[src/rtl/fit_strategy_segment_allocator_assert.svh]
// Assertion macros shared by the segment allocator RTL.
`ifndef FIT_STRATEGY_SEGMENT_ALLOCATOR_ASSERT_SVH
`define FIT_STRATEGY_SEGMENT_ALLOCATOR_ASSERT_SVH

// Check that cons holds in the same cycle as ante.
`define FSSA_ASSERT_IMP(label, ante, cons, msg) \
	label: assert property (@(posedge clk) disable iff (!arst_n) (ante) |-> (cons)) \
		else $error(msg);

// Check that cons holds in the cycle after ante.
`define FSSA_ASSERT_NXT(label, ante, cons, msg) \
	label: assert property (@(posedge clk) disable iff (!arst_n) (ante) |=> (cons)) \
		else $error(msg);

`endif

[src/rtl/fssa_pkg.sv]
// Shared constants and codes for the segment allocator.
`timescale 1ns / 1ps
`default_nettype none
package fssa_pkg;

	localparam int MAX_SEGMENTS_DEF   = 64;
	localparam int HEAP_ADDR_BITS_DEF = 16;
	localparam int CFG_INDEX_W        = 1;
	localparam int CFG_DATA_W         = 16;

	localparam logic [CFG_DATA_W-1:0] HEAP_SIZE_RESET = 16'hFFFF;

	typedef enum logic [1:0] {
		ST_OK    = 2'd0,
		ST_NOFIT = 2'd1,
		ST_BAD   = 2'd2,
		ST_FULL  = 2'd3
	} status_t;

	localparam logic [CFG_INDEX_W-1:0] REG_STRATEGY  = 1'b0;
	localparam logic [CFG_INDEX_W-1:0] REG_HEAP_SIZE = 1'b1;

	localparam logic [1:0] STRAT_FIRST = 2'd0;
	localparam logic [1:0] STRAT_NEXT  = 2'd1;
	localparam logic [1:0] STRAT_BEST  = 2'd2;

	localparam logic MODE_ALLOC = 1'b0;
	localparam logic MODE_FREE  = 1'b1;

endpackage
`default_nettype wire

[src/rtl/fssa_cfg_if.sv]
// Configuration write channel of the segment allocator.
`timescale 1ns / 1ps
`default_nettype none
interface fssa_cfg_if;
	import fssa_pkg::*;
	logic                   valid;
	logic                   ready;
	logic [CFG_INDEX_W-1:0] index;
	logic [CFG_DATA_W-1:0]  data;
	modport source (output valid, index, data, input ready);
	modport sink (input valid, index, data, output ready);
endinterface
`default_nettype wire

[src/rtl/fssa_req_if.sv]
// Request channel of the segment allocator.
`timescale 1ns / 1ps
`default_nettype none
interface fssa_req_if #(parameter int AW = 16);
	logic          valid;
	logic          ready;
	logic          mode;
	logic [AW-1:0] alloc_size;
	logic [AW-1:0] free_offset;
	modport source (output valid, mode, alloc_size, free_offset, input ready);
	modport sink (input valid, mode, alloc_size, free_offset, output ready);
endinterface
`default_nettype wire

[src/rtl/fssa_rsp_if.sv]
// Response channel of the segment allocator.
`timescale 1ns / 1ps
`default_nettype none
interface fssa_rsp_if #(parameter int AW = 16);
	import fssa_pkg::*;
	logic          valid;
	logic          ready;
	status_t       status;
	logic [AW-1:0] granted_offset;
	modport source (output valid, status, granted_offset, input ready);
	modport sink (input valid, status, granted_offset, output ready);
endinterface
`default_nettype wire

[src/rtl/fit_strategy_segment_allocator.sv]
// Top level of the first, next and best fit heap segment allocator.
//
//   channel | dir  | beat contents
//   --------+------+-------------------------------------------
//   cfg     | in   | index, data (strategy or heap_size)
//   req     | in   | mode, alloc_size, free_offset
//   rsp     | out  | status, granted_offset
//
// One request at a time; req is ready only while idle and no cfg beat is offered.
// The segment table sits in one RAM with one read and one write per cycle:
// the scan reads every entry once, then a split or merge moves the tail one
// entry a cycle. After reset the S_INIT state writes the first table entry.
// A stalled response holds in its register; the next response waits for it.
`timescale 1ns / 1ps
`default_nettype none
`include "fit_strategy_segment_allocator_assert.svh"
module fit_strategy_segment_allocator #(
	parameter int MAX_SEGMENTS   = fssa_pkg::MAX_SEGMENTS_DEF,
	parameter int HEAP_ADDR_BITS = fssa_pkg::HEAP_ADDR_BITS_DEF
) (
	input  logic       clk,
	input  logic       arst_n,
	fssa_cfg_if.sink   cfg,
	fssa_req_if.sink   req,
	fssa_rsp_if.source rsp
);
	import fssa_pkg::*;

	localparam int IW = $clog2(MAX_SEGMENTS);
	localparam int CW = $clog2(MAX_SEGMENTS + 1);
	localparam int XW = CW + 1;
	localparam int AW = HEAP_ADDR_BITS;
	localparam int EW = 2 * AW + 1;
	localparam logic [XW-1:0] MAX_X = XW'(MAX_SEGMENTS);

	typedef struct packed {
		logic [AW-1:0] off;
		logic [AW-1:0] size;
		logic          used;
	} entry_t;

	typedef enum logic [3:0] {
		S_INIT, S_IDLE, S_SCAN, S_FETCH, S_DECIDE, S_SHIFT, S_FIX1, S_FIX2, S_RESP
	} state_t;

	state_t          state_q;
	logic [1:0]      strat_q;
	logic [AW-1:0]   heap_q;
	logic [CW-1:0]   count_q;
	logic [IW-1:0]   pos_q;
	logic            mode_q;
	logic [AW-1:0]   req_size_q;
	logic [AW-1:0]   free_off_q;
	logic [XW-1:0]   start_q;
	logic [XW-1:0]   scan_j_q;
	logic            rd_v_s1;
	logic [XW-1:0]   rd_idx_s1;
	logic            found_q;
	logic [XW-1:0]   t_q;
	logic            have_q;
	logic [XW-1:0]   best_q;
	logic [AW-1:0]   bsize_q;
	logic [2:0]      fetch_q;
	entry_t          win_q [3];
	logic            sh_up_q;
	logic [1:0]      sh_delta_q;
	logic [XW-1:0]   sh_rd_q;
	logic [XW-1:0]   sh_left_q;
	logic            sh_v_s1;
	logic [XW-1:0]   sh_src_s1;
	logic            fix1_en_q;
	logic [XW-1:0]   fix1_a_q;
	entry_t          fix1_d_q;
	logic            fix2_en_q;
	logic [XW-1:0]   fix2_a_q;
	entry_t          fix2_d_q;
	status_t         status_q;
	logic [AW-1:0]   grant_q;
	logic            rsp_valid_q;
	status_t         rsp_status_q;
	logic [AW-1:0]   rsp_grant_q;

	logic            ram_we;
	logic [XW-1:0]   ram_waddr;
	entry_t          ram_wdata;
	logic [XW-1:0]   ram_raddr;
	logic [EW-1:0]   ram_rdata;
	entry_t          rd_e;

	logic [XW-1:0]   cnt_x;
	logic [XW-1:0]   scan_sum;
	logic [XW-1:0]   scan_idx;
	logic            rd_fits;
	logic            w0v, w2v;
	logic            pf, nf;
	entry_t          e;
	logic [AW-1:0]   split_off;
	logic [AW-1:0]   rem;

	assign rd_e      = entry_t'(ram_rdata);
	assign cnt_x     = XW'(count_q);
	assign scan_sum  = start_q + scan_j_q;
	assign scan_idx  = (scan_sum >= cnt_x) ? (scan_sum - cnt_x) : scan_sum;
	assign rd_fits   = !rd_e.used && (rd_e.size >= req_size_q);
	assign e         = win_q[1];
	assign w0v       = (t_q != '0);
	assign w2v       = (t_q + XW'(1)) < cnt_x;
	assign pf        = w0v && !win_q[0].used;
	assign nf        = w2v && !win_q[2].used;
	assign split_off = e.off + req_size_q;
	assign rem       = e.size - req_size_q;

	assign cfg.ready = (state_q == S_IDLE);
	assign req.ready = (state_q == S_IDLE) && !cfg.valid;
	assign rsp.valid          = rsp_valid_q;
	assign rsp.status         = rsp_status_q;
	assign rsp.granted_offset = rsp_grant_q;

	// steer the table RAM ports
	always_comb begin
		ram_we    = 1'b0;
		ram_waddr = '0;
		ram_wdata = '0;
		ram_raddr = '0;
		case (state_q)
			S_INIT: begin
				ram_we    = 1'b1;
				ram_wdata = '{off: '0, size: heap_q, used: 1'b0};
			end
			S_IDLE: begin
				if (cfg.valid && (cfg.index == REG_HEAP_SIZE)) begin
					ram_we    = 1'b1;
					ram_wdata = '{off: '0, size: AW'(cfg.data), used: 1'b0};
				end
			end
			S_SCAN: begin
				ram_raddr = scan_idx;
			end
			S_FETCH: begin
				ram_raddr = t_q + XW'(fetch_q) - XW'(1);
			end
			S_SHIFT: begin
				ram_raddr = sh_rd_q;
				ram_we    = sh_v_s1;
				ram_waddr = sh_up_q ? (sh_src_s1 + XW'(1)) : (sh_src_s1 - XW'(sh_delta_q));
				ram_wdata = rd_e;
			end
			S_FIX1: begin
				ram_we    = fix1_en_q;
				ram_waddr = fix1_a_q;
				ram_wdata = fix1_d_q;
			end
			S_FIX2: begin
				ram_we    = fix2_en_q;
				ram_waddr = fix2_a_q;
				ram_wdata = fix2_d_q;
			end
			default: begin
				ram_we = 1'b0;
			end
		endcase
	end

	fssa_ram #(
		.WIDTH(EW),
		.DEPTH(MAX_SEGMENTS)
	) u_table (
		.clk  (clk),
		.we   (ram_we),
		.waddr(ram_waddr[IW-1:0]),
		.wdata(ram_wdata),
		.raddr(ram_raddr[IW-1:0]),
		.rdata(ram_rdata)
	);

	// sequencer: scan, fetch neighbors, decide, move tail, patch entries, respond
	always_ff @(posedge clk or negedge arst_n) begin
		if (!arst_n) begin
			state_q     <= S_INIT;
			strat_q     <= STRAT_FIRST;
			heap_q      <= AW'(HEAP_SIZE_RESET);
			count_q     <= CW'(1);
			pos_q       <= '0;
			rd_v_s1     <= 1'b0;
			sh_v_s1     <= 1'b0;
			rsp_valid_q <= 1'b0;
		end else begin
			rd_v_s1 <= 1'b0;
			sh_v_s1 <= 1'b0;
			if (rsp_valid_q && rsp.ready) begin
				rsp_valid_q <= 1'b0;
			end
			case (state_q)
				S_INIT: begin
					state_q <= S_IDLE;
				end
				S_IDLE: begin
					if (cfg.valid) begin
						if (cfg.index == REG_STRATEGY) begin
							strat_q <= cfg.data[1:0];
						end else begin
							heap_q  <= AW'(cfg.data);
							count_q <= CW'(1);
							pos_q   <= '0;
						end
					end else if (req.valid) begin
						mode_q     <= req.mode;
						req_size_q <= req.alloc_size;
						free_off_q <= req.free_offset;
						found_q    <= 1'b0;
						have_q     <= 1'b0;
						scan_j_q   <= '0;
						start_q    <= '0;
						grant_q    <= '0;
						if ((req.mode == MODE_ALLOC) && (req.alloc_size == '0)) begin
							status_q <= ST_BAD;
							state_q  <= S_RESP;
						end else if ((req.mode == MODE_ALLOC) && (strat_q != STRAT_FIRST) &&
								(strat_q != STRAT_NEXT) && (strat_q != STRAT_BEST)) begin
							status_q <= ST_NOFIT;
							state_q  <= S_RESP;
						end else begin
							// clamp the next fit position to the table
							if ((req.mode == MODE_ALLOC) && (strat_q == STRAT_NEXT)) begin
								if (XW'(pos_q) >= cnt_x) begin
									start_q <= cnt_x - XW'(1);
									pos_q   <= IW'(cnt_x - XW'(1));
								end else begin
									start_q <= XW'(pos_q);
								end
							end
							state_q <= S_SCAN;
						end
					end
				end
				S_SCAN: begin
					if (scan_j_q < cnt_x) begin
						scan_j_q  <= scan_j_q + XW'(1);
						rd_v_s1   <= 1'b1;
						rd_idx_s1 <= scan_idx;
					end
					// evaluate the entry read last cycle
					if (rd_v_s1) begin
						if (mode_q == MODE_FREE) begin
							if ((rd_e.off == free_off_q) && !found_q) begin
								found_q <= 1'b1;
								t_q     <= rd_idx_s1;
							end
						end else if (strat_q == STRAT_BEST) begin
							if (rd_fits && (rd_e.size == req_size_q) && !found_q) begin
								found_q <= 1'b1;
								t_q     <= rd_idx_s1;
							end
							if (rd_fits && (!have_q || (rd_e.size < bsize_q))) begin
								have_q  <= 1'b1;
								best_q  <= rd_idx_s1;
								bsize_q <= rd_e.size;
							end
						end else if (rd_fits && !found_q) begin
							found_q <= 1'b1;
							t_q     <= rd_idx_s1;
						end
					end
					if ((scan_j_q == cnt_x) && !rd_v_s1) begin
						fetch_q <= '0;
						if (found_q) begin
							state_q <= S_FETCH;
						end else if (have_q) begin
							t_q     <= best_q;
							state_q <= S_FETCH;
						end else begin
							status_q <= (mode_q == MODE_FREE) ? ST_BAD : ST_NOFIT;
							if ((mode_q == MODE_ALLOC) && (strat_q == STRAT_NEXT)) begin
								pos_q <= IW'(cnt_x - XW'(1));
							end
							state_q <= S_RESP;
						end
					end
				end
				S_FETCH: begin
					fetch_q <= fetch_q + 3'd1;
					if (fetch_q != '0) begin
						win_q[2'(fetch_q - 3'd1)] <= rd_e;
					end
					if (fetch_q == 3'd3) begin
						state_q <= S_DECIDE;
					end
				end
				S_DECIDE: begin
					fix1_en_q  <= 1'b0;
					fix2_en_q  <= 1'b0;
					sh_left_q  <= '0;
					sh_up_q    <= 1'b0;
					sh_delta_q <= 2'd1;
					status_q   <= ST_OK;
					grant_q    <= '0;
					state_q    <= S_SHIFT;
					if (mode_q == MODE_ALLOC) begin
						grant_q <= e.off;
						if (e.size == req_size_q) begin
							fix1_en_q <= 1'b1;
							fix1_a_q  <= t_q;
							fix1_d_q  <= '{off: e.off, size: e.size, used: 1'b1};
							if (strat_q == STRAT_NEXT) begin
								pos_q <= IW'(t_q);
							end
						end else if (cnt_x >= MAX_X) begin
							status_q <= ST_FULL;
							grant_q  <= '0;
							state_q  <= S_RESP;
						end else begin
							// split: used front, free remainder after it
							fix1_en_q <= 1'b1;
							fix1_a_q  <= t_q;
							fix1_d_q  <= '{off: e.off, size: req_size_q, used: 1'b1};
							fix2_en_q <= 1'b1;
							fix2_a_q  <= t_q + XW'(1);
							fix2_d_q  <= '{off: split_off, size: rem, used: 1'b0};
							sh_up_q   <= 1'b1;
							sh_rd_q   <= cnt_x - XW'(1);
							sh_left_q <= cnt_x - t_q - XW'(1);
							count_q   <= count_q + CW'(1);
							if (strat_q == STRAT_NEXT) begin
								pos_q <= IW'(t_q);
							end
						end
					end else if (e.used) begin
						// release and merge with free neighbors
						fix1_en_q <= 1'b1;
						if (pf && nf) begin
							fix1_a_q   <= t_q - XW'(1);
							fix1_d_q   <= '{off: win_q[0].off,
								size: win_q[0].size + e.size + win_q[2].size, used: 1'b0};
							sh_delta_q <= 2'd2;
							sh_rd_q    <= t_q + XW'(2);
							sh_left_q  <= cnt_x - t_q - XW'(2);
							count_q    <= count_q - CW'(2);
						end else if (pf) begin
							fix1_a_q  <= t_q - XW'(1);
							fix1_d_q  <= '{off: win_q[0].off, size: win_q[0].size + e.size,
								used: 1'b0};
							sh_rd_q   <= t_q + XW'(1);
							sh_left_q <= cnt_x - t_q - XW'(1);
							count_q   <= count_q - CW'(1);
						end else if (nf) begin
							fix1_a_q  <= t_q;
							fix1_d_q  <= '{off: e.off, size: e.size + win_q[2].size, used: 1'b0};
							sh_rd_q   <= t_q + XW'(2);
							sh_left_q <= cnt_x - t_q - XW'(2);
							count_q   <= count_q - CW'(1);
						end else begin
							fix1_a_q <= t_q;
							fix1_d_q <= '{off: e.off, size: e.size, used: 1'b0};
						end
					end
				end
				S_SHIFT: begin
					// move one tail entry per cycle
					if (sh_left_q != '0) begin
						sh_v_s1   <= 1'b1;
						sh_src_s1 <= sh_rd_q;
						sh_rd_q   <= sh_up_q ? (sh_rd_q - XW'(1)) : (sh_rd_q + XW'(1));
						sh_left_q <= sh_left_q - XW'(1);
					end else if (!sh_v_s1) begin
						state_q <= S_FIX1;
					end
				end
				S_FIX1: begin
					state_q <= S_FIX2;
				end
				S_FIX2: begin
					state_q <= S_RESP;
				end
				S_RESP: begin
					if (!rsp_valid_q || rsp.ready) begin
						rsp_valid_q  <= 1'b1;
						rsp_status_q <= status_q;
						rsp_grant_q  <= (status_q == ST_OK) ? grant_q : '0;
						state_q      <= S_IDLE;
					end
				end
				default: begin
					state_q <= S_IDLE;
				end
			endcase
		end
	end

	`FSSA_ASSERT_IMP(a_count_range, 1'b1, (count_q != '0) && (cnt_x <= MAX_X), "segment count out of range")
	`FSSA_ASSERT_NXT(a_accept_busy, req.valid && req.ready, state_q != S_IDLE, "request beat not taken up")
	`FSSA_ASSERT_IMP(a_grant_zero, rsp.valid && (rsp.status != ST_OK), rsp.granted_offset == '0, "offset on failed beat")
	`FSSA_ASSERT_IMP(a_shift_dst, (state_q == S_SHIFT) && sh_v_s1, ram_waddr < MAX_X, "tail move beyond table")

endmodule
`default_nettype wire

[src/rtl/fssa_ram.sv]
// Generic single write, single read RAM with registered read data.
`timescale 1ns / 1ps
`default_nettype none
module fssa_ram #(
	parameter int WIDTH = 8,
	parameter int DEPTH = 16
) (
	input  logic                     clk,
	input  logic                     we,
	input  logic [$clog2(DEPTH)-1:0] waddr,
	input  logic [WIDTH-1:0]         wdata,
	input  logic [$clog2(DEPTH)-1:0] raddr,
	output logic [WIDTH-1:0]         rdata
);
	logic [WIDTH-1:0] mem [DEPTH];

	// write and registered read
	always_ff @(posedge clk) begin
		if (we) begin
			mem[waddr] <= wdata;
		end
		rdata <= mem[raddr];
	end
endmodule
`default_nettype wire

[src/flat_wrapper.sv]
// flat-port wrapper written by rule: the top's interface ports become plain ports
module fit_strategy_segment_allocator_flat import fssa_pkg::*;
#(
	parameter int MAX_SEGMENTS   = fssa_pkg::MAX_SEGMENTS_DEF,
	parameter int HEAP_ADDR_BITS = fssa_pkg::HEAP_ADDR_BITS_DEF
)
  (clk, arst_n, cfg_valid, cfg_index, cfg_data, cfg_ready, req_valid, req_mode, req_alloc_size, req_free_offset, req_ready, rsp_valid, rsp_status, rsp_granted_offset, rsp_ready);
  fssa_cfg_if cfg_i ();
  fssa_req_if #(.AW(16)) req_i ();
  fssa_rsp_if #(.AW(16)) rsp_i ();
  input  logic clk;
  input  logic arst_n;
  input wire logic [$bits(cfg_i.valid)-1:0] cfg_valid;
  input wire logic [$bits(cfg_i.index)-1:0] cfg_index;
  input wire logic [$bits(cfg_i.data)-1:0] cfg_data;
  output wire logic [$bits(cfg_i.ready)-1:0] cfg_ready;
  input wire logic [$bits(req_i.valid)-1:0] req_valid;
  input wire logic [$bits(req_i.mode)-1:0] req_mode;
  input wire logic [$bits(req_i.alloc_size)-1:0] req_alloc_size;
  input wire logic [$bits(req_i.free_offset)-1:0] req_free_offset;
  output wire logic [$bits(req_i.ready)-1:0] req_ready;
  output wire logic [$bits(rsp_i.valid)-1:0] rsp_valid;
  output wire logic [$bits(rsp_i.status)-1:0] rsp_status;
  output wire logic [$bits(rsp_i.granted_offset)-1:0] rsp_granted_offset;
  input wire logic [$bits(rsp_i.ready)-1:0] rsp_ready;
  assign cfg_i.valid = cfg_valid;
  assign cfg_i.index = cfg_index;
  assign cfg_i.data = cfg_data;
  assign cfg_ready = cfg_i.ready;
  assign req_i.valid = req_valid;
  assign req_i.mode = req_mode;
  assign req_i.alloc_size = req_alloc_size;
  assign req_i.free_offset = req_free_offset;
  assign req_ready = req_i.ready;
  assign rsp_valid = rsp_i.valid;
  assign rsp_status = rsp_i.status;
  assign rsp_granted_offset = rsp_i.granted_offset;
  assign rsp_i.ready = rsp_ready;
  fit_strategy_segment_allocator #(.MAX_SEGMENTS(MAX_SEGMENTS), .HEAP_ADDR_BITS(HEAP_ADDR_BITS)) u_core (.clk(clk), .arst_n(arst_n), .cfg(cfg_i), .req(req_i), .rsp(rsp_i));
endmodule
[config.mk]
export PLATFORM = sky130hd
export DESIGN_NAME = fit_strategy_segment_allocator_flat
export DESIGN_NICKNAME = d
export VERILOG_FILES = /design/src/rtl/fssa_pkg.sv /design/src/rtl/fssa_cfg_if.sv /design/src/rtl/fssa_req_if.sv /design/src/rtl/fssa_rsp_if.sv /design/src/rtl/fit_strategy_segment_allocator.sv /design/src/rtl/fssa_ram.sv /design/src/flat_wrapper.sv
export VERILOG_INCLUDE_DIRS = /design/src /design/src/rtl
export SDC_FILE = /design/constraint.sdc
export NUM_CORES = 2
export LEC_CHECK = 0
export ABC_AREA = 1
export BUFFER_PORTS_ARGS = -buffer_cell sky130_fd_sc_hd__clkbuf_2
export CORE_AREA = 2 2 512 514
export DETAILED_ROUTE_END_ITERATION = 8
export DIE_AREA = 0 0 514 516
export PLACE_DENSITY = 0.55
export SYNTH_ARGS = -nofsm -noshare
export SYNTH_HDL_FRONTEND = slang
export SYNTH_HIERARCHICAL = 1
export SYNTH_SLANG_ARGS = --single-unit
[constraint.sdc]
create_clock -name clk -period 5.5 [get_ports clk]
set_input_delay 0.825 -clock clk [delete_from_list [all_inputs] [get_ports clk]]
set_output_delay 0.825 -clock clk [all_outputs]
set_load 0.01 [all_outputs]
==> out/metrics.csv <==
stage,metric,value,unit
sta,fin_crit_sh,94.8,%
placement,placed_area,116000,µm²
sta,tightest_slew,1.46,ns
route,route.detailed.drc,0,
yosys,yosysSeqAreaShare,68.6,%
placement,hpwl,211,mm
hold_path,holdCritPathClass,input pin to async pin,
cells_and_area,fin_cells,13500,
yosys,synth_top_area_share,67.1,%
yosys,synth.avg_cell_area,11.3,µm²
placement,placedCellCount,13000,
global_routing,grt_antenna_before_repair,12,
die,dieArea,265000,µm²
route,drt_iter0_markers,8981,
flow_run,max_cap_violations,1,
sta,finalCriticalPeriod,5.21,ns
yosys,yosysWarnings,6,
global_routing,grt_max_degree,89,
cells_and_area,nets,10200,
yosys,yosys-mux-area-fraction,0,%
placement,routabilityCongestion,0.906,
cells_and_area,layout-drive-gt1-share,10.9,%
global_routing,grtUsageTotal,25.9,%
sta,final.setup.worst_slack,0.287,ns
route,drt_wl_total,350,mm
pwr,power_density,639,nW/µm²
cts,cts_sinks,2497,
yosys,ys_ff_latch,2497,
die,num_rows,187,
route,viasPerCell,5.63,
die,pin_count,76,
setup_path,critical_path.max_stage_delay,0.40,ns
sta,whs,0.0696,ns
cells_and_area,fin_util,47.9,%
setup_path,criticalPathCategory,flop to flop,
sta,setup_viol,0,
yosys,synth_nets,9851,
run_status,status,"complete, but fails checks",
setup_path,worstPathArrival,6.07,ns
pwr,irDropWorstVdd,0.478,mV
die,chipHeight,516,µm
cts,ctsHtreeMaxLevel,5,
yosys,synthTopCellsByCount,"2909 x nand2_1, 2426 x edfxtp_1, 2115 x nand3_1",
setup_path,cp_slowest_cell,edfxtp_1,
die,die_w,514,µm
yosys,ys_types,66,
setup_path,cp-end-kind,flop,
cells_and_area,final_area,124000,µm²
global_routing,grt_pass1_vias,72600,
yosys,synth-edff-count,2426,
global_routing,grt_pass1_wl,503,mm
cts,clockRootBuffer,clkbuf_16,
sta,finClkSkew,0.0628,ns
sta,clock.fmax,192,MHz
setup_path,crit_fanout,32,
yosys,synth_top_family_by_area,simple AND/OR/NAND/NOR gates,
yosys,synthCells,9593,
yosys,synth_xor_area_share,0.943,%
yosys,yosysMostFrequentCell,nand2_1,
sta,final_hold_viol_count,0,
die,coreArea,259000,µm²
cts,clk_latency,0.94,ns
die,start_util,41.9,%
route,vias,76000,
cts,cts_tree,built,
cts,clkTransAtPathRegs,0.07,ns
cells_and_area,multiInputGateArea,30400,µm²
yosys,synthAdderAreaFrac,2.42,%
setup_path,crit_path_start_kind,flop,
yosys,synth_area,109000,µm²
pwr,leakagePower,46.2,nW
sta,relSlewSlack,1.52,%
placement,portBuffers,75,
yosys,synth_top_area_cell,edfxtp_1,
cells_and_area,fill_cells,23200,
setup_path,path_common_cell,nand2_1,
yosys,synth-compound-area-share,2.41,%
placement,detailedPlace.worstSlack,0.154,ns
sta,slew_viol_final,0,
sta,tns,0,ns
setup_path,cp.required,6.35,ns
pwr,p_total,79.4,mW
cells_and_area,area_delta_synth_final,14.5,%
yosys,ys_async_sr_fraction,1.52,%
cts,cts_buffer_depth,4,
yosys,synth_ff_type,edfxtp_1,
cells_and_area,regArea,74500,µm²
route,routedWlPerCell,25.9,µm
yosys,synth.area.top_cells,"edfxtp_1 67%, nand2_1 10%, nand3_1 9.7%",
route,ant_nets,0,
run_status,violations,max-capacitance violations,
global_routing,overflow,0,
cts,numCtsBuffers,284,
yosys,synthSimpleGateAreaFrac,21.6,%
route,first_pass_iters,6,
registers in the layout, summed over array words and instances, names as in the netlist, 16 cells and up:
name                       count
u_core/bsize_q                16
u_core/fix1_d_q               33
u_core/fix2_d_q               32
u_core/free_off_q             16
u_core/grant_q                16
u_core/heap_q                 16
u_core/req_size_q             16
u_core/rsp.granted_offset     16
u_core/u_table/mem          2112
u_core/u_table/rdata          33
u_core/win_q                  83
worst paths after layout:
kind	from	to	slack, ns	cells past startpoint
setup / recovery	u_core/scan_j_q[0]$_SDFFCE_PN0P_	u_core/u_table/rdata[18]$_DFF_P_	0.29	29
hold / removal	arst_n	u_core/sh_v_s1$_DFF_PN0_	0.07	2
setup reg to reg	u_core/scan_j_q[0]$_SDFFCE_PN0P_	u_core/u_table/rdata[18]$_DFF_P_	0.29	29
hold reg to reg	u_core/rd_idx_s1[5]$_DFFE_PP_	u_core/best_q[5]$_DFFE_PP_	0.45	0
max in group asynchronous	arst_n	u_core/pos_q[0]$_DFFE_PN0P_	4.97	2
min in group clk	req_free_offset[10]	u_core/free_off_q[10]$_DFFE_PP_	0.07	1
timing repair:
| action | in CTS | in global routing |
|---|---|---|
| buffers inserted | 0 | 1 |
| setup endpoints to repair | 0 | 10 |
| hold buffers | 6 | 0 |
| gates resized for setup | 0 | 13 |
| hold endpoints to repair | 6 | 0 |
cell type report:
type	instances	share of cell area, %
antenna	3	0.00604
inverter	370	1.16
clock buffer	360	6.14
timing repair inverter	1	0.00906
tap	3402	3.42
multi-input combinational	6209	24.5
sequential	2497	59.9
clock inverter	118	0.748
timing repair buffer	531	4.12
power by group:
| part | switching, mW | internal [mW] |
|---|---|---|
| registers | 0.796 | 24.6 |
| clock network | 7.40 | 10.4 |
| logic | 25.8 | 10.4 |
| total | 34.0 | 45.5 |
layout by cell type, fill, tap and decap left out, types with 8 or more instances in the layout:
cell type,netlist,layout
clkinv_2,0,34
nand2_2,9,23
dfstp_2,17,17
inv_2,17,16
xnor2_1,33,33
dfxtp_1,33,33
ha_1,192,192
a21oi_1,199,199
or2_2,8,8
bufinv_16,0,14
nor2_2,9,10
o21ai_2,12,12
buf_12,1,103
clkbuf_1,110,61
nand3_1,2115,2097
o21ai_1,30,30
nor2_4,5,69
a221oi_1,17,17
clkinv_1,4,59
clkbuf_16,0,292
nand3_2,2,15
o22ai_1,16,16
and2_1,9,8
nand2_1,2909,2894
nor2_1,274,209
o21ai_0,103,102
buf_4,97,343
nand4_1,25,25
edfxtp_1,2426,2426
clkbuf_2,0,75
a21o_1,8,8
nor3_1,43,37
o21bai_1,8,8
nor3_2,2,8
xor2_1,82,82
o211ai_1,22,22
fa_1,11,11
dfrtp_1,21,21
inv_1,347,345
critical path, delay by kind of cell (launching register included):
kind / cells / cell delay, ns
AOI/OAI and AO/OA: 5 / 0.91
xor gates and xnor gates: 1 / 0.12
adders and majority gates: 3 / 0.94
buffers and inverters: 5 / 0.97
DFF: 1 / 0.40
and+or+nand+nor: 15 / 1.74
cells by family (layout without fill, tap and decap cells):
group | Yosys count | in the layout
buf+inv | 887 | 1380
xor+xnor | 116 | 116
simple gates | 5436 | 5436
other cells | 0 | 3
fa+ha+maj | 203 | 203
flops | 2497 | 2497
compound gates | 454 | 454
per-layer routing:
metal | global-route usage, % | vias up | part of all wire [%]
met5 | 0 | - | 0
met4 | 9.93 | 0 | 4.0
met3 | 3.77 | 584 | 8.3
met2 | 41.2 | 3440 | 46
met1 | 36.2 | 37700 | 42
li1 | - | 34300 | -
(Power assumes the default switching activity.)
